<file path="config.mk">
export PLATFORM = sky130hd
export DESIGN_NAME = sample_zone_lookup
export DESIGN_NICKNAME = d
export VERILOG_FILES = /design/src/design/szl_pkg.sv /design/src/design/szl_ram.sv /design/src/design/szl_score.sv /design/src/design/sample_zone_lookup.sv
export SDC_FILE = /design/constraint.sdc
export NUM_CORES = 2
export LEC_CHECK = 0
export ABC_AREA = 0
export BUFFER_PORTS_ARGS = -buffer_cell sky130_fd_sc_hd__buf_4
export CORE_AREA = 3 3 517 519
export CTS_CLUSTER_SIZE = 40
export DETAILED_ROUTE_END_ITERATION = 10
export DIE_AREA = 0 0 520 522
export PLACE_DENSITY = 0.51
export SETUP_SLACK_MARGIN = 0.05
export SYNTH_ARGS = -nofsm -noshare
export SYNTH_HDL_FRONTEND = slang
export SYNTH_SLANG_ARGS = --single-unit
</file>
<file path="constraint.sdc">
create_clock -name clk_i -period 8.5 [get_ports clk_i]
set_input_delay 0.425 -clock clk_i [delete_from_list [all_inputs] [get_ports clk_i]]
set_output_delay 0.425 -clock clk_i [all_outputs]
set_load 0.01 [all_outputs]
</file>
<file path="src/design/szl_pkg.sv">
// ----------------------------------------------------------------------------
// szl_pkg: shared types for the sample zone lookup
// Item and result payloads, stored zone layout, action codes, sequencer
// states and the scoring weight.
// ----------------------------------------------------------------------------
package szl_pkg;

  localparam int unsigned NOTE_W      = 7;
  localparam int unsigned SCORE_W     = 14;
  localparam int unsigned ROOT_WEIGHT = 100;

  typedef enum logic [1:0] {
    ACT_ADD   = 2'd0,
    ACT_CLEAR = 2'd1,
    ACT_FIND  = 2'd2
  } action_e;

  typedef enum logic [1:0] {
    ST_IDLE   = 2'd0,
    ST_SCAN   = 2'd1,
    ST_FINISH = 2'd2
  } state_e;

  typedef struct packed {
    logic [1:0]        action;
    logic [NOTE_W-1:0] note;
    logic [NOTE_W-1:0] velocity;
    logic [NOTE_W-1:0] lo_note;
    logic [NOTE_W-1:0] hi_note;
    logic [NOTE_W-1:0] lo_vel;
    logic [NOTE_W-1:0] hi_vel;
    logic [NOTE_W-1:0] root_note;
  } in_item_t;

  typedef struct packed {
    logic       found;
    logic [5:0] zone_index;
    logic [6:0] zone_total;
    logic       table_full;
  } out_item_t;

  typedef struct packed {
    logic [NOTE_W-1:0] lo_note;
    logic [NOTE_W-1:0] hi_note;
    logic [NOTE_W-1:0] lo_vel;
    logic [NOTE_W-1:0] hi_vel;
    logic [NOTE_W-1:0] root_note;
  } zone_t;

  typedef struct packed {
    logic               hit;
    logic [SCORE_W-1:0] score;
  } score_t;

endpackage

</file>
<file path="src/design/szl_ram.sv">
// ----------------------------------------------------------------------------
// szl_ram: generic single-port-write, single-port-read memory
// One write and one registered read per cycle.
// ----------------------------------------------------------------------------
module szl_ram #(
  parameter int unsigned WIDTH = 35,
  parameter int unsigned DEPTH = 64,
  localparam int unsigned AW   = (DEPTH > 1) ? $clog2(DEPTH) : 1
) (
  input  logic             clk_i,
  input  logic             we_i,
  input  logic [AW-1:0]    waddr_i,
  input  logic [WIDTH-1:0] wdata_i,
  input  logic             re_i,
  input  logic [AW-1:0]    raddr_i,
  output logic [WIDTH-1:0] rdata_o
);

  logic [WIDTH-1:0] mem_q [DEPTH];
  logic [WIDTH-1:0] rdata_q;

  always_ff @(posedge clk_i) begin
    if (we_i) begin
      mem_q[waddr_i] <= wdata_i;
    end
    if (re_i) begin
      rdata_q <= mem_q[raddr_i];
    end
  end

  assign rdata_o = rdata_q;

endmodule

</file>
<file path="src/design/szl_score.sv">
// ----------------------------------------------------------------------------
// szl_score: zone match and score unit
// Tests one stored zone against the played note and velocity and gives its
// score: 1 plus velocity distance inside the note range, else 100 times the
// distance to the root note.
// ----------------------------------------------------------------------------
module szl_score (
  input  logic [szl_pkg::NOTE_W-1:0] note_i,
  input  logic [szl_pkg::NOTE_W-1:0] velocity_i,
  input  szl_pkg::zone_t             zone_i,
  output szl_pkg::score_t            score_o
);

  logic                        note_in;
  logic                        vel_in;
  logic [szl_pkg::NOTE_W-1:0]  vel_dist;
  logic [szl_pkg::NOTE_W-1:0]  root_dist;
  logic [szl_pkg::SCORE_W-1:0] near_score;
  logic [szl_pkg::SCORE_W-1:0] far_score;

  always_comb begin
    note_in = (note_i >= zone_i.lo_note) && (note_i <= zone_i.hi_note);
    vel_in  = (velocity_i >= zone_i.lo_vel) && (velocity_i <= zone_i.hi_vel);

    if (velocity_i < zone_i.lo_vel) begin
      vel_dist = zone_i.lo_vel - velocity_i;
    end else if (velocity_i > zone_i.hi_vel) begin
      vel_dist = velocity_i - zone_i.hi_vel;
    end else begin
      vel_dist = '0;
    end

    if (note_i >= zone_i.root_note) begin
      root_dist = note_i - zone_i.root_note;
    end else begin
      root_dist = zone_i.root_note - note_i;
    end

    near_score = szl_pkg::SCORE_W'(vel_dist) + szl_pkg::SCORE_W'(1);
    far_score  = szl_pkg::SCORE_W'(root_dist) * szl_pkg::SCORE_W'(szl_pkg::ROOT_WEIGHT);

    score_o.hit   = note_in && vel_in;
    score_o.score = note_in ? near_score : far_score;
  end

endmodule

</file>
<file path="src/design/sample_zone_lookup.sv">
// ----------------------------------------------------------------------------
// sample_zone_lookup: key zone table with best-match search
// Input channel (in_valid_i / in_ready_o / in_data_i) takes one item at a
// time: add a zone, clear the table, or find a zone for a note and velocity.
// Output channel (out_valid_o / out_ready_i / out_data_o) returns exactly one
// result per item from an output register.
// Add, clear, an unused action or a find on an empty table go straight to
// the finish state, which loads the output register once it is free; the
// next item is taken back in idle. A find over stored zones scans them, one
// zone per cycle from the zone memory through a single score unit, ending at
// the first zone that holds note and velocity; in_ready_o is low throughout.
// Reset empties the table at once; the zone memory itself is not cleared.
// When the receiver stalls, the result is held and the block takes one more
// item; its result waits in the sequencer until the output register frees.
// ----------------------------------------------------------------------------
module sample_zone_lookup #(
  parameter int unsigned MAX_ZONES = 64
) (
  input  logic               clk_i,
  input  logic               rst_ni,
  input  logic               in_valid_i,
  output logic               in_ready_o,
  input  szl_pkg::in_item_t  in_data_i,
  output logic               out_valid_o,
  input  logic               out_ready_i,
  output szl_pkg::out_item_t out_data_o
);

  localparam int unsigned AW = (MAX_ZONES > 1) ? $clog2(MAX_ZONES) : 1;
  localparam int unsigned CW = $clog2(MAX_ZONES + 1);

  szl_pkg::state_e state_q, state_d;

  logic [CW-1:0]               fill_q;
  logic [CW-1:0]               rd_idx_q;
  logic                        chk_valid_q;
  logic [AW-1:0]               chk_idx_q;
  logic                        have_q;
  logic [szl_pkg::SCORE_W-1:0] best_q;
  logic [AW-1:0]               best_idx_q;
  logic                        res_found_q;
  logic [AW-1:0]               res_idx_q;
  logic                        res_full_q;
  logic                        out_valid_q;
  szl_pkg::out_item_t          out_q;
  szl_pkg::in_item_t           item_q;

  logic            in_xfer;
  logic            is_add;
  logic            is_clear;
  logic            is_find;
  logic            tbl_full;
  logic            ram_we;
  logic            scan_issue;
  logic            scan_hit;
  logic            scan_end;
  logic            out_load;
  szl_pkg::zone_t  new_zone;
  szl_pkg::zone_t  rd_zone;
  szl_pkg::score_t sc;
  logic [AW+5:0]   idx_ext;
  logic [CW+6:0]   fill_ext;

  // Action decode
  always_comb begin
    is_add   = 1'b0;
    is_clear = 1'b0;
    is_find  = 1'b0;
    unique case (szl_pkg::action_e'(in_data_i.action))
      szl_pkg::ACT_ADD:   is_add   = 1'b1;
      szl_pkg::ACT_CLEAR: is_clear = 1'b1;
      szl_pkg::ACT_FIND:  is_find  = 1'b1;
      default: ;
    endcase
  end

  assign tbl_full = (fill_q == CW'(MAX_ZONES));
  assign in_xfer  = in_valid_i && in_ready_o;

  assign new_zone.lo_note   = in_data_i.lo_note;
  assign new_zone.hi_note   = in_data_i.hi_note;
  assign new_zone.lo_vel    = in_data_i.lo_vel;
  assign new_zone.hi_vel    = in_data_i.hi_vel;
  assign new_zone.root_note = in_data_i.root_note;

  szl_ram #(
    .WIDTH ($bits(szl_pkg::zone_t)),
    .DEPTH (MAX_ZONES)
  ) u_zone_ram (
    .clk_i   (clk_i),
    .we_i    (ram_we),
    .waddr_i (fill_q[AW-1:0]),
    .wdata_i (new_zone),
    .re_i    (scan_issue),
    .raddr_i (rd_idx_q[AW-1:0]),
    .rdata_o (rd_zone)
  );

  szl_score u_score (
    .note_i     (item_q.note),
    .velocity_i (item_q.velocity),
    .zone_i     (rd_zone),
    .score_o    (sc)
  );

  assign scan_hit = chk_valid_q && sc.hit;
  assign scan_end = !chk_valid_q && (rd_idx_q >= fill_q);

  // Next state
  always_comb begin
    state_d = state_q;
    unique case (state_q)
      szl_pkg::ST_IDLE: begin
        if (in_xfer) begin
          state_d = (is_find && (fill_q != '0)) ? szl_pkg::ST_SCAN : szl_pkg::ST_FINISH;
        end
      end
      szl_pkg::ST_SCAN: begin
        if (scan_hit || scan_end) begin
          state_d = szl_pkg::ST_FINISH;
        end
      end
      szl_pkg::ST_FINISH: begin
        if (out_load) begin
          state_d = szl_pkg::ST_IDLE;
        end
      end
      default: state_d = szl_pkg::ST_IDLE;
    endcase
  end

  // Control outputs
  always_comb begin
    in_ready_o = 1'b0;
    ram_we     = 1'b0;
    scan_issue = 1'b0;
    out_load   = 1'b0;
    unique case (state_q)
      szl_pkg::ST_IDLE: begin
        in_ready_o = 1'b1;
        ram_we     = in_valid_i && is_add && !tbl_full;
      end
      szl_pkg::ST_SCAN: begin
        scan_issue = (rd_idx_q < fill_q);
      end
      szl_pkg::ST_FINISH: begin
        out_load = !out_valid_q || out_ready_i;
      end
      default: ;
    endcase
  end

  always_ff @(posedge clk_i or negedge rst_ni) begin
    if (!rst_ni) begin
      state_q     <= szl_pkg::ST_IDLE;
      fill_q      <= '0;
      chk_valid_q <= 1'b0;
      out_valid_q <= 1'b0;
    end else begin
      state_q     <= state_d;
      chk_valid_q <= scan_issue && !scan_hit;
      if (ram_we) begin
        fill_q <= fill_q + CW'(1);
      end else if (in_xfer && is_clear) begin
        fill_q <= '0;
      end
      if (out_load) begin
        out_valid_q <= 1'b1;
      end else if (out_ready_i) begin
        out_valid_q <= 1'b0;
      end
    end
  end

  assign idx_ext  = {6'b0, res_idx_q};
  assign fill_ext = {7'b0, fill_q};

  // Datapath
  always_ff @(posedge clk_i) begin
    if (in_xfer) begin
      item_q      <= in_data_i;
      rd_idx_q    <= '0;
      have_q      <= 1'b0;
      res_found_q <= 1'b0;
      res_idx_q   <= '0;
      res_full_q  <= is_add && tbl_full;
    end
    if (scan_issue) begin
      rd_idx_q  <= rd_idx_q + CW'(1);
      chk_idx_q <= rd_idx_q[AW-1:0];
    end
    if (state_q == szl_pkg::ST_SCAN) begin
      if (scan_hit) begin
        res_found_q <= 1'b1;
        res_idx_q   <= chk_idx_q;
      end else if (chk_valid_q) begin
        if (!have_q || (sc.score < best_q)) begin
          have_q     <= 1'b1;
          best_q     <= sc.score;
          best_idx_q <= chk_idx_q;
        end
      end else if (scan_end) begin
        res_found_q <= have_q;
        res_idx_q   <= have_q ? best_idx_q : '0;
      end
    end
    if (out_load) begin
      out_q.found      <= res_found_q;
      out_q.zone_index <= idx_ext[5:0];
      out_q.zone_total <= fill_ext[6:0];
      out_q.table_full <= res_full_q;
    end
  end

  assign out_valid_o = out_valid_q;
  assign out_data_o  = out_q;

  a_fill_bound : assert property (@(posedge clk_i) disable iff (!rst_ni)
    fill_q <= CW'(MAX_ZONES))
    else $error("zone count above table size");

  a_chk_in_table : assert property (@(posedge clk_i) disable iff (!rst_ni)
    chk_valid_q |-> ({1'b0, chk_idx_q} < {1'b0, fill_q[CW-1:0]}))
    else $error("scan checks a zone beyond the table");

  a_full_total : assert property (@(posedge clk_i) disable iff (!rst_ni)
    (out_load && res_full_q) |=> (out_data_o.zone_total == 7'(MAX_ZONES)))
    else $error("dropped add reported with table not full");

  a_found_index : assert property (@(posedge clk_i) disable iff (!rst_ni)
    (out_load && res_found_q) |-> ({1'b0, res_idx_q} < {1'b0, fill_q[CW-1:0]}))
    else $error("found zone index outside table");

  a_scan_busy : assert property (@(posedge clk_i) disable iff (!rst_ni)
    (in_xfer && is_find && (fill_q != '0)) |=> !in_ready_o)
    else $error("new transfer taken during a scan");

endmodule
</file>
Word-level counts from Yosys, hierarchy flattened
Memory sizes are Yosys's and may differ from the RTL's. A register that Yosys moved wholly into a read port is not among the register bits.
Index checks and enable logic that the tools add are counted.

cells by class
  add/subtract/negate cells = 7
  multipliers = 1
  order comparisons = 10
  eq/ne operators = 8
  mux-type cells = 40
  bitwise logic cells = 1
  reduce and logical (&&, ||, !) cells = 28

operators with widths
  kind                                               number
  two-way mux 7 bit                                  7
  two-way mux 6 bit                                  6
  >= comparator 7 bit                                4
  subtractor 7 bit                                   4
  two-way mux 1 bit                                  21
  adder 7 x 1 -> 7 bit, second input constant        2
  <= comparator 7 bit                                2
  less-than comparator 14 bit                        1
  less-than comparator 7 bit                         2
  two-way mux 14 bit                                 1
  logical AND 1 bit                                  12
  multiplier 7 x 5 -> 12 bit, second input constant  1
  adder 7 x 1 -> 8 bit, second input constant        1
  two-way mux 2 bit                                  4
  == test 7 bit, second input constant               1
  greater-than comparator 7 bit                      1
  nonzero test 7 bit                                 1
  inequality test 2 bit, second input constant       3
  one-hot mux 2 bit (3 select lines)                 1
  nonzero test 2 bit                                 3
  logical NOT 1 bit                                  5
  == test 2 x 1 -> 1 bit, second input constant      2
  == test 2 bit, second input constant               2
  logical NOT 2 bit                                  2
  other kinds (4)                                    6

word-level totals
  register bits = 82
  RAM bits = 2240
  memories kept = 1

memory list
  memory            depth  width  read ports  clocked after Yosys merged registers in  wr ports  RTL line       source
  u_zone_ram.mem_q  64     35     1           1                                        1         szl_ram.sv:19  logic [WIDTH-1:0] mem_q [DEPTH];

Logic depth before layout (Yosys ltp)
  word-level depth = 11
  mapped depth = 30
  gate-level depth less buffers = 29

By module
From an unflattened synthesis, not the netlist that was laid out.

second synthesis, totals
  cells, all modules = 4425
  area, all modules = 92531.2 sq um

modules (own cells, without submodules)
  module              instances  cells each  area an instance (sq um)
  szl_ram             1          3835        86518.0
  sample_zone_lookup  1          273         3578.4
  szl_score           1          317         2434.8

Least setup slack after synthesis
Ideal clock, no wire load.

  path kind = register -> register
  from = reg item_q[42] (netlist name)
  to = reg best_idx_q[0] (enable)
  setup time = 0.404 ns
  data arrival time = 6.342 ns
  data required time = 8.096 ns
  path slack = 1.754 ns
  stages on the path, launching flop included = 30
  path buffers = 1
  cells stage by stage = edfxtp_1 -> inv_1 -> ha_1 -> nand2b_1 -> a21o_1 -> a2111oi_0 -> o21ai_0 -> clkbuf_1 -> nor2_1 -> a221o_1 -> xor2_1 -> ha_1 -> ha_1 -> inv_1 -> fa_1 -> inv_1 -> ha_1 -> a21oi_1 -> o21bai_1 -> a21oi_1 -> o21ai_0 -> xnor2_1 -> nor2_1 -> ha_1 -> nand4_1 -> a2111o_1 -> a31oi_1 -> a211oi_1 -> o31ai_1 -> a21oi_1

RTL lines
  element                 RTL line                   source
  start, declared         sample_zone_lookup.sv:46   szl_pkg::in_item_t item_q;
  start signal, assigned  sample_zone_lookup.sv:181  item_q <= in_data_i;
  end signal, assigned    sample_zone_lookup.sv:200  best_idx_q <= chk_idx_q;
  end, declared           sample_zone_lookup.sv:40   logic [AW-1:0] best_idx_q;

==> flow_summary.json <==
{
  "cp.required_ns": 9.00,
  "cts_tree": "done",
  "hold_path_depth": 1,
  "dieWidth_microns": 520,
  "antenna_found_initial": 23,
  "drc": 0,
  "clk_path_buf_depth": 4,
  "dp_slack_ns": 1.17,
  "cp-start-kind": "flip-flop",
  "crit_family": "compound AO/OA/AOI/OAI gates",
  "cts.reportedPaths.clkPinSlew_ns": 0.06,
  "maxCapViolCount": 0,
  "final_common_cell": "edfxtp_1",
  "drt_iter0_drc": 5166,
  "skew_ns": 0.0566,
  "reg2reg_to": "best_q[5]",
  "ys.flop_type": "edfxtp_1",
  "ios": 72,
  "hold_path_end": "u_zone_ram.mem_q[1][29]",
  "dieArea_sq_um": 271000,
  "dr.pass1.iters": 5,
  "syn2layout_area_growth_pct": 15.5,
  "mostFrequentLayoutCells": "edfxtp_1 (2,338), mux4_2 (735), clkbuf_16 (281)",
  "cellLeakagePower_nw": 32.9,
  "synth_fp_nets": 4003,
  "synth_seq_cells": 2357,
  "seq_area_frac_synth_pct": 77.0,
  "design_area_sq_um": 106000,
  "gp_congestion": 0.800,
  "numCtsBuffers": 276,
  "syn_area_per_cell_sq_um": 23.8,
  "power.density_nw_per_um2": 270,
  "reg2regPathDepth": 29,
  "wl_per_cell_microns": 33.0,
  "post-place-cells": 7361,
  "finalSetupTns_ns": 0,
  "slew_headroom_pct": 8.31,
  "track_usage_pct": 19.0,
  "rsz0062_at_grt": "false",
  "worst_pin_slew_ns": 1.37,
  "setup_violations": 0,
  "antenna_left": 0,
  "power_mw": 28.6,
  "outcome": "finished clean",
  "rows": 188,
  "synth_cell_types": 60,
  "period_share_pct": 85.7,
  "drt_wl_total_microns": 259000,
  "coreArea_sq_um": 263000,
  "synth_top_area_share_pct": 76.5,
  "cp_common_cell": "ha_1",
  "port_buffers": 71,
  "hp-start": "in_data_i[29]",
  "hold_violations": 0,
  "slowest_stage": "a21oi_2",
  "clock-root-buffer": "clkbuf_16",
  "syn_inst": 3852,
  "criticalPathCategory": "reg -> reg",
  "async_flop_share_pct": 0.467,
  "drt-vias-per-instance": 5.51,
  "synthTopCellsByArea": "edfxtp_1 (77%), mux4_2 (18%), ha_1 (1.2%)",
  "drv_slew": 0,
  "end_kind": "flip-flop",
  "clock_latency_ns": 0.92,
  "dpl_cell_area_sq_um": 97300,
  "fin_nets": 4314,
  "path_max_fanout": 20,
  "timing.fmax_mhz": 137,
  "drive_gt1_share_pct": 30.2,
  "vdd_drop_max_mv": 0.200,
  "grt_pass1_wl_microns": 362000,
  "post-synth-top-area-cell": "edfxtp_1",
  "grt_overflow_total": 0,
  "rrSetupSlack_ns": 1.22,
  "max_stage_delay_ns": 0.88,
  "dr_total_vias": 43300,
  "arrival_ns": 7.78,
  "final_cells": 7862,
  "hold_path_class": "in -> reg",
  "synth_warnings": 0,
  "reg2reg_from": "item_q[42]",
  "start_util_pct": 35.0,
  "grt_pass1_vias": 44200,
  "netlist_area_sq_um": 91800,
  "fp.dieH_microns": 522,
  "place_hpwl_microns": 142000,
  "worst-path-buf-inv": 4,
  "ctsHtreeMaxLevel": 5,
  "fill_cells": 23000,
  "synth_enable_flop_cells": 2338,
  "setup_ws_ns": 1.22,
  "min_period_ns": 7.28,
  "cts_sinks": 2357,
  "grt_max_degree": 111
}
layer usage:
metal  vias up  global-route usage [%]  share of wire [%]
met5         -                       0              0.018
met2      1592                    30.1                 48
met3       387                    3.24                6.1
li1      17200                       -                  -
met1     24200                    27.2                 44
met4         8                    5.26                2.6
kinds of logic after synthesis:
group           count (synthesis)  synth area share (%)
compound gates                144                  1.01
xor+xnor                       27                 0.258
fa+ha+maj                      96                  1.36
buf+inv                       271                  1.21
flops                        2357                  77.0
mux                           742                  18.1
simple gates                  215                  1.07
cell usage after synthesis, types with 4 or more instances:
| master | count |
|---|---|
| dfxtp_1 | 8 |
| mux4_2 | 735 |
| o21ai_0 | 33 |
| and4_1 | 4 |
| and2_1 | 4 |
| nand2_1 | 37 |
| nor2b_1 | 8 |
| nand3_1 | 21 |
| clkbuf_1 | 94 |
| ha_1 | 90 |
| a31oi_1 | 4 |
| buf_1 | 26 |
| inv_1 | 95 |
| nand4_1 | 8 |
| dfrtp_1 | 11 |
| a21o_1 | 15 |
| nor2_1 | 103 |
| mux2i_1 | 5 |
| a221oi_1 | 6 |
| fa_1 | 6 |
| xnor2_1 | 15 |
| a21oi_1 | 43 |
| a211oi_1 | 5 |
| edfxtp_1 | 2338 |
| nor3_1 | 10 |
| buf_4 | 5 |
| o21a_1 | 5 |
| nand2b_1 | 5 |
| buf_2 | 50 |
| xor2_1 | 12 |
worst max path at each step:
stage	startpoint	endpoint	slack (ns)	cells after the start
6_report	item_q[42]	best_q[5]	1.22	29
5_1_grt	item_q[42]	best_q[5]	0.62	29
4_1_cts	item_q[42]	best_q[5]	1.10	29
3_5_place_dp	item_q[42]	best_idx_q[3]	1.17	29
3_3_place_gp	item_q[42]	best_idx_q[3]	1.11	29
2_1_floorplan	item_q[42]	best_idx_q[0]	1.75	29
where the power goes:
| group | switching (mW) | internal [mW] |
|---|---|---|
| Combinational | 2.47 | 2.01 |
| Sequential | 0.102 | 13.0 |
| Clock | 4.54 | 6.51 |
| Total | 7.12 | 21.5 |
registers in the layout (all words and copies together), names as in the netlist, 7 cells and up:
name,count
item_q,14
out_data_o,15
best_q,14
fill_q,7
u_zone_ram.mem_q,2240
u_zone_ram.rdata_o,35
rd_idx_q,7
final cells by class:
class	instances	area [sq um]	share of cell area (%)
clock buffer	345	7270	6.86
sequential	2357	70600	66.7
multi-input combinational	1224	20500	19.4
antenna	7	17.5	0.0165
tap	3515	4400	4.15
inverter	95	357	0.336
timing repair buffer	209	1820	1.71
clock inverter	110	976	0.921
timing repair:
action / CTS / global route
setup buffers: 0 / 0
endpoints found under the hold margin: 340 / 0
endpoints found under the setup margin: 0 / 0
hold buffers: 39 / 0
gates resized for setup: 0 / 0
stage by stage:
| step | utilization (%) | hold slack, ns |
|---|---|---|
| 5_1_grt | 40.4 | 0.0535 |
| 6_report | 40.4 | 0.0584 |
| 3_5_place_dp | 37.1 | 0.289 |
| 4_1_cts | 40.4 | 0.000166 |
| 3_3_place_gp | 37.1 | 0.286 |
| 2_1_floorplan | - | 0.129 |
Power figures use the tool's default switching activity.
